==> src/rtl/core/chse_pkg.sv <==
// ---------------------------------------------------------------------------
// chse_pkg
// Shared types and constants for the cuckoo hash set engine.
// ---------------------------------------------------------------------------
`default_nettype none
package chse_pkg;

   localparam int unsigned SLOTS_DEF    = 1024;
   localparam int unsigned KEY_BITS_DEF = 32;
   localparam int unsigned CSR_IDX_W    = 2;
   localparam int unsigned CSR_DATA_W   = 32;
   localparam int unsigned NSLOT_W      = 11;
   localparam int unsigned ROUNDS_W     = 8;

   typedef enum logic [1:0] {
      OP_LOOKUP = 2'd0,
      OP_INSERT = 2'd1,
      OP_REMOVE = 2'd2,
      OP_NONE   = 2'd3
   } op_type;

   typedef enum logic [CSR_IDX_W-1:0] {
      CSR_SEED0  = 2'd0,
      CSR_SEED1  = 2'd1,
      CSR_NSLOTS = 2'd2,
      CSR_ROUNDS = 2'd3
   } csr_idx_type;

   typedef enum logic [3:0] {
      ST_IDLE,
      ST_CLEAR,
      ST_HASH,
      ST_MOD,
      ST_READ,
      ST_CHECK,
      ST_INS0_MOD,
      ST_INS0_RD,
      ST_INS0_WR,
      ST_INS1_MOD,
      ST_INS1_RD,
      ST_INS1_WR,
      ST_DONE
   } state_type;

   // request/reply between sequencer and the shared modulo unit
   typedef struct packed {
      logic start;
   } mod_ctl_type;

   typedef struct packed {
      logic busy;
      logic done;
   } mod_sts_type;

endpackage : chse_pkg
`default_nettype wire

==> src/rtl/core/chse_mod_unit.sv <==
// ---------------------------------------------------------------------------
// chse_mod_unit
// Shared restoring remainder unit: one quotient bit per cycle.
// ---------------------------------------------------------------------------
`default_nettype none
module chse_mod_unit #(
   parameter int unsigned KEY_BITS = chse_pkg::KEY_BITS_DEF,
   parameter int unsigned DIV_W    = 21
) (
   input  wire logic                    clock,
   input  wire logic                    reset,
   input  wire chse_pkg::mod_ctl_type   ctl,
   input  wire logic [KEY_BITS-1:0]     dividend,
   input  wire logic [DIV_W-1:0]        divisor,
   output chse_pkg::mod_sts_type        sts,
   output logic [DIV_W-1:0]             remainder
);
   localparam int unsigned CNT_W = $clog2(KEY_BITS + 1);

   logic [KEY_BITS-1:0] shf_ff, shf_in;
   logic [DIV_W:0]      rem_ff, rem_in;
   logic [CNT_W-1:0]    cnt_ff, cnt_in;
   logic                busy_ff, busy_in;
   logic                done_ff, done_in;
   logic [DIV_W:0]      trial;

   always_comb begin
      shf_in  = shf_ff;
      rem_in  = rem_ff;
      cnt_in  = cnt_ff;
      busy_in = busy_ff;
      done_in = 1'b0;
      trial   = {rem_ff[DIV_W-1:0], shf_ff[KEY_BITS-1]};
      if (ctl.start) begin
         shf_in  = dividend;
         rem_in  = '0;
         cnt_in  = CNT_W'(KEY_BITS);
         busy_in = 1'b1;
      end else if (busy_ff) begin
         shf_in = shf_ff << 1;
         if (trial >= {1'b0, divisor}) begin
            rem_in = trial - {1'b0, divisor};
         end else begin
            rem_in = trial;
         end
         cnt_in = cnt_ff - 1'b1;
         if (cnt_ff == CNT_W'(1)) begin
            busy_in = 1'b0;
            done_in = 1'b1;
         end
      end
   end

   always_ff @(posedge clock) begin
      shf_ff <= shf_in;
      rem_ff <= rem_in;
      if (reset) begin
         cnt_ff  <= '0;
         busy_ff <= 1'b0;
         done_ff <= 1'b0;
      end else begin
         cnt_ff  <= cnt_in;
         busy_ff <= busy_in;
         done_ff <= done_in;
      end
   end

   assign sts.busy  = busy_ff;
   assign sts.done  = done_ff;
   assign remainder = rem_ff[DIV_W-1:0];
endmodule : chse_mod_unit
`default_nettype wire

==> config.mk <==
export PLATFORM = sky130hd
export DESIGN_NAME = chse_mod_unit
export DESIGN_NICKNAME = d
export VERILOG_FILES = /design/src/rtl/core/chse_pkg.sv /design/src/rtl/core/chse_mod_unit.sv
export SDC_FILE = /design/constraint.sdc
export NUM_CORES = 1
export LEC_CHECK = 0
export BUFFER_PORTS_ARGS = -buffer_cell sky130_fd_sc_hd__buf_2
export CORE_MARGIN = 4
export CORE_UTILIZATION = 59
export CTS_CLUSTER_SIZE = 30
export DETAILED_ROUTE_END_ITERATION = 8
export GPL_TIMING_DRIVEN = 0
export HOLD_SLACK_MARGIN = 0.08
export PLACE_DENSITY = 0.89
export SETUP_SLACK_MARGIN = 0.1
export SYNTH_ARGS = -nofsm -noshare
export SYNTH_HDL_FRONTEND = slang
export SYNTH_SLANG_ARGS = --single-unit
==> constraint.sdc <==
create_clock -name clock -period 4.71 [get_ports clock]
set_input_delay 0.2355 -clock clock [delete_from_list [all_inputs] [get_ports clock]]
set_output_delay 0.2355 -clock clock [all_outputs]
set_load 0.02 [all_outputs]
Yosys cells after proc, flatten, opt, wreduce, memory -nomap -nowiden
Index checks and enable logic that the tools add are counted.
- bits in registers: 61
- bits of input ports: 56
- add/sub/neg operators: 2
- $lt $le $gt $ge: 1
- eq/ne operators: 1
- mux-type cells: 9
- bitwise operators: 1
- reduce and logical (&&, ||, !) cells: 3
- operator list (operator ; number):
    $mux 32 ; 2
    $ge 22x21->1 ; 1
    $mux 21 ; 1
    $sub 21x21->21 ; 1
    $mux 6 ; 2
    $eq 6x1->1 const B ; 1
    $sub 6x1->6 const B ; 1
    $mux 1 ; 4
    $reduce_or 3->1 ; 1
    $reduce_bool 2->1 ; 1
    $reduce_or 2->1 ; 1
    $not 1->1 ; 1

Longest topological paths before layout
- depth in word-level cells: 4
- mapped depth: 13
- mapped depth without buffers: 11

Least setup slack after synthesis
OpenSTA, ideal clock, no wires.
- kind: register to register
- start: register shf_ff[31]
- end: register rem_ff[11]
- setup time: 0.088 ns
- data arrival time: 2.726 ns
- slack: 1.895 ns
- cell stages (with the launch flop): 14
- cells stage by stage: edfxtp_1 inv_1 ha_1 inv_1 fa_1 a21o_1 a221o_1 a221o_1 o21ai_2 and3_1 buf_4 buf_8 nand2_2 a311oi_2
- cells in the longest elaborated chain, start to end: 2
- elaborated cells on any way between the ends: 3
- classes of those cells: add/sub: 1; order compare: 1; mux: 1
- RTL lines (element ; RTL line ; source):
    from (decl) ; chse_mod_unit.sv:20 ; logic [KEY_BITS-1:0] shf_ff, shf_in;
    from (signal assigned) ; chse_mod_unit.sv:55 ; shf_ff <= shf_in;
    $sub 21x21->21 or $ge 22x21->1 (tied branches) ; chse_mod_unit.sv:42, chse_mod_unit.sv:41 ;
    $mux 21 (*) ; chse_mod_unit.sv:41 ; if (trial >= {1'b0, divisor}) begin
    to (signal assigned) ; chse_mod_unit.sv:56 ; rem_ff <= rem_in;
    to (decl) ; chse_mod_unit.sv:21 ; logic [DIV_W:0] rem_ff, rem_in;
Mark *: on every way between the ends. The rest lies on a longest branch, timed or not.
A chain may end at the register's enable or synchronous reset.

Worst setup path after layout
- start: register shf_ff[31]
- end: register rem_ff[4]
Same word-level chain as after synthesis.

==> run summary <==
The flow ran to the end, and the final reports show no timing, DRC or antenna violations. The slowest stage of the critical path is the edfxtp_1 cell. Data on the critical path is required at its endpoint by between 4000 and 5000 ps.

The number of nets in the layout is roughly 560. The normalized max-slew margin came out at 24.5%. The number of clock buffers inserted by TritonCTS is 9.

The count of flip-flops with a built-in enable after synthesis is 32. The number of H-tree branching levels is 3. The max-cap check violation count came out at 0. The tightest min-delay check is of the primary input to register type. The die boundary height is slightly below 90 um. The total count of max-transition violations in the final report came out at 0. Setup repair after global routing left no endpoint under its margin. The DRC violation count after routing came out at 0. Counting every net in the synthesized netlist gives ~470.

The per-cell routed wire length is 16.6 um. In this design, the largest share of critical-path delay is due to compound AO/OA/AOI/OAI gates. Of the synthesized area, sequential elements account for around two fifths. The starting density of the core is 62.3%. The total overflow left after global routing is 0. The area of placed instances came out at between 4000 and 5000 um2.

The vias per cell is just under 6. The number of nets still failing antenna checks after routing came out at 0. The clock tree from TritonCTS is yes.

The gate count of the mapped netlist came out at between 300 and 400. Of all nets on the critical path, the largest fanout is 10. The actual slew at the worst max-slew pin came out at approximately 1100 ps. The final core utilization is between 70% and 80%.

The initialized floorplan defines 28 standard-cell rows. The largest vdd supply drop came out at a little over 200 uV. The horizontal extent of the die is slightly below 90 um. The first detailed-routing pass ran for 5 iterations. After legalization and detailed placement, the total HPWL measured slightly below 7 mm.

The pin count of the biggest net entering global routing came out at 33. The total buffers and inverters traversed by the critical path is 4. Traced cell by cell, the critical path runs through inv_1, ha_1, inv_1, fa_1, a21o_1, a221o_1, a221o_1, o21ai_2, and3_1, buf_4, buf_2, nand3_1, o311ai_0.

Relative to the synthesized area, the layout overhead comes to 18.0%. The critical path is of the register to register type. The synthesis-stage register bit count is just over 60. The post-synthesis cell area came out at 3770 um2.

STA classifies the critical path endpoint as a register. The final hold slack came out at ~170 ps. In the synthesized netlist the dominant register cell turns out to be edfxtp_1. In this run the tool buffered the top-level ports with 77 buffer cells. For this design the static power due to leakage is between 0.0015 and 0.002 uW. The number of DRC markers in iteration 0 came out at 253. Between clock sinks in the finished design, the worst skew comes to 6.44 ps.

The final design instance area without fill is 4450 um2. The largest incremental delay on the critical path is 420 ps. The final-layout setup total negative slack came out at 0 ps. The clock period could shrink to roughly 3200 ps.

The clock-pin slew on the worst setup and hold paths came out at 70 ps. The maximum buffer depth of the clock tree is 2. The floorplan step defined a die boundary enclosing a little under 8000 um2. CTS saw 61 sinks. The endpoint arrival time on the critical path came out at 3450 ps. The post-route netlist has 28.8% of its cells at a drive strength greater than 1. Averaged over all synthesized cells, the footprint is between 9 and 10 um2. The post-route fraction of the period consumed by the critical path came out at 68.4%. In this run the power density over the cells is between 200 and 300 nW/um2. The via count of the first global-routing pass is between 3k and 4k.

The global-route wire length before repair came out at ~15 mm. The total count of hold-check failures in the final report is 0. The number of ports placed on the die boundary is 79.

Of all flip-flops after synthesis, the portion carrying an async set or reset was 0%. The maximum achievable frequency is 310 MHz. 0 antenna diodes ended up in the layout. The final estimated routing congestion in global placement is roughly 0.87. The kind of launch point of the worst setup path is a register.

The number of buffers inserted to repair setup after CTS came out at 0. Global routing consumed, over all layers together, 25.0% of the routing resources. The core box area is just over 6000 um2.

The number of warnings issued by yosys is 0. The total routed wirelength is just over 9 mm. The clock insertion delay at the later pin of the skew report came out at 340 ps.

The total number of vias is between 3k and 4k. The number of different library cells in the post-synthesis netlist is a little under 50. The number of antenna violations at the first check in global routing is 0. The cell at the root of the clock tree is clkbuf_8. The total setup violations reported at the end of the flow is 0.
## cell type report
type                            count  area [um2]
Tap cell                           75        93.8
Fill cell                         455        1610
Clock inverter                      5        51.3
Buffer                             20         100
Timing Repair Buffer               78         395
Inverter                           30         113
Sequential cell                    61        1540
Clock buffer                       10         138
Multi-Input combinational cell    275        2020
## cells by family (layout without fill, tap and decap cells)
| group | after synthesis | after routing | synth area share [%] |
|---|---|---|---|
| and+or+nand+nor | 102 | 102 | 12.6 |
| DFF | 61 | 61 | 40.8 |
| AOI/OAI and AO/OA | 93 | 93 | 17.5 |
| xor gates and xnor gates | 19 | 19 | 4.41 |
| adders and majority gates | 24 | 24 | 8.15 |
| buffers and inverters | 50 | 143 | 5.63 |
| muxes | 37 | 37 | 10.8 |
## metrics by stage
| stage | setup WS [ps] | power (uW) | cells |
|---|---|---|---|
| after floorplan | 1900 | 799 | 386 |
| after global placement | 1610 | 859 | 538 |
| after detailed placement | 1610 | 871 | 538 |
| after CTS | 1560 | 1310 | 554 |
| after global routing | 1330 | 1370 | 554 |
| final | 1490 | 1310 | 554 |
## repair_timing
action,CTS,global route
gates resized for setup,0,0
hold buffers,1,0
hold endpoints to repair,2,0
## power by group
group	internal, uW	switching, uW	leakage [uW]
clock	252	198	0.0000956
combinational	105	134	0.00130
sequential	607	19.7	0.000559
total	963	351	0.00196
## synth_stat cells, types with 3 or more instances
master	number	share of area (%)
a311oi_2	4	1.6
buf_4	3	0.60
o21ai_0	15	2.0
mux2_2	31	9.2
clkbuf_1	12	1.2
nand2_1	28	2.8
and3_1	4	0.66
nor2_1	28	2.8
nand4_1	4	0.66
a21oi_1	22	2.9
a211oi_1	5	0.99
o211ai_1	6	1.2
nor3_1	7	0.93
edfxtp_1	32	25
o31ai_1	6	1.2
dfxtp_1	29	15
xor2_1	10	2.3
a21o_1	8	1.6
o311ai_0	4	0.93
or3_1	3	0.50
mux2i_1	6	1.6
nand2b_1	5	0.83
inv_1	30	3.0
ha_1	23	7.6
o21bai_1	3	0.60
nand3_1	14	1.9
nand2_2	4	0.66
xnor2_1	9	2.1
a32oi_1	6	1.4
## registers in the layout, summed over array words and instances (netlist names)
name     flops
done_ff      1
cnt_ff       6
shf_ff      32
busy_ff      1
rem_ff      21
## per-layer routing
layer  wire (um)  track usage, %  vias to the layer above
met4         134            8.09                        0
met5           0               0                        -
met1        3920            31.3                     1513
li1            -               -                     1585
met3         669            6.21                       12
met2        4460            42.4                      124
## path summary, 6_finish.rpt
check / start / endpoint / slack [ps] / cells after the start
setup / recovery: shf_ff[31] / rem_ff[4] / 1490 / 13
hold reg to reg: cnt_ff[0] / cnt_ff[0] / 500 / 2
hold / removal: dividend[0] / shf_ff[0] / 170 / 2
setup reg to reg: shf_ff[31] / rem_ff[4] / 1490 / 13
## layout by cell type, fill, tap and decap left out, types with 10 or more instances in the layout
| master | synthesis | final |
|---|---|---|
| clkbuf_8 | 0 | 10 |
| nand3_1 | 14 | 14 |
| nor2_1 | 28 | 28 |
| a21oi_1 | 22 | 22 |
| buf_2 | 2 | 79 |
| clkbuf_1 | 12 | 12 |
| dfxtp_1 | 29 | 29 |
| nand2_1 | 28 | 28 |
| inv_1 | 30 | 30 |
| xor2_1 | 10 | 10 |
| o21ai_0 | 15 | 15 |
| edfxtp_1 | 32 | 32 |
| ha_1 | 23 | 23 |
| mux2_2 | 31 | 31 |
(Power assumes the default switching activity.)
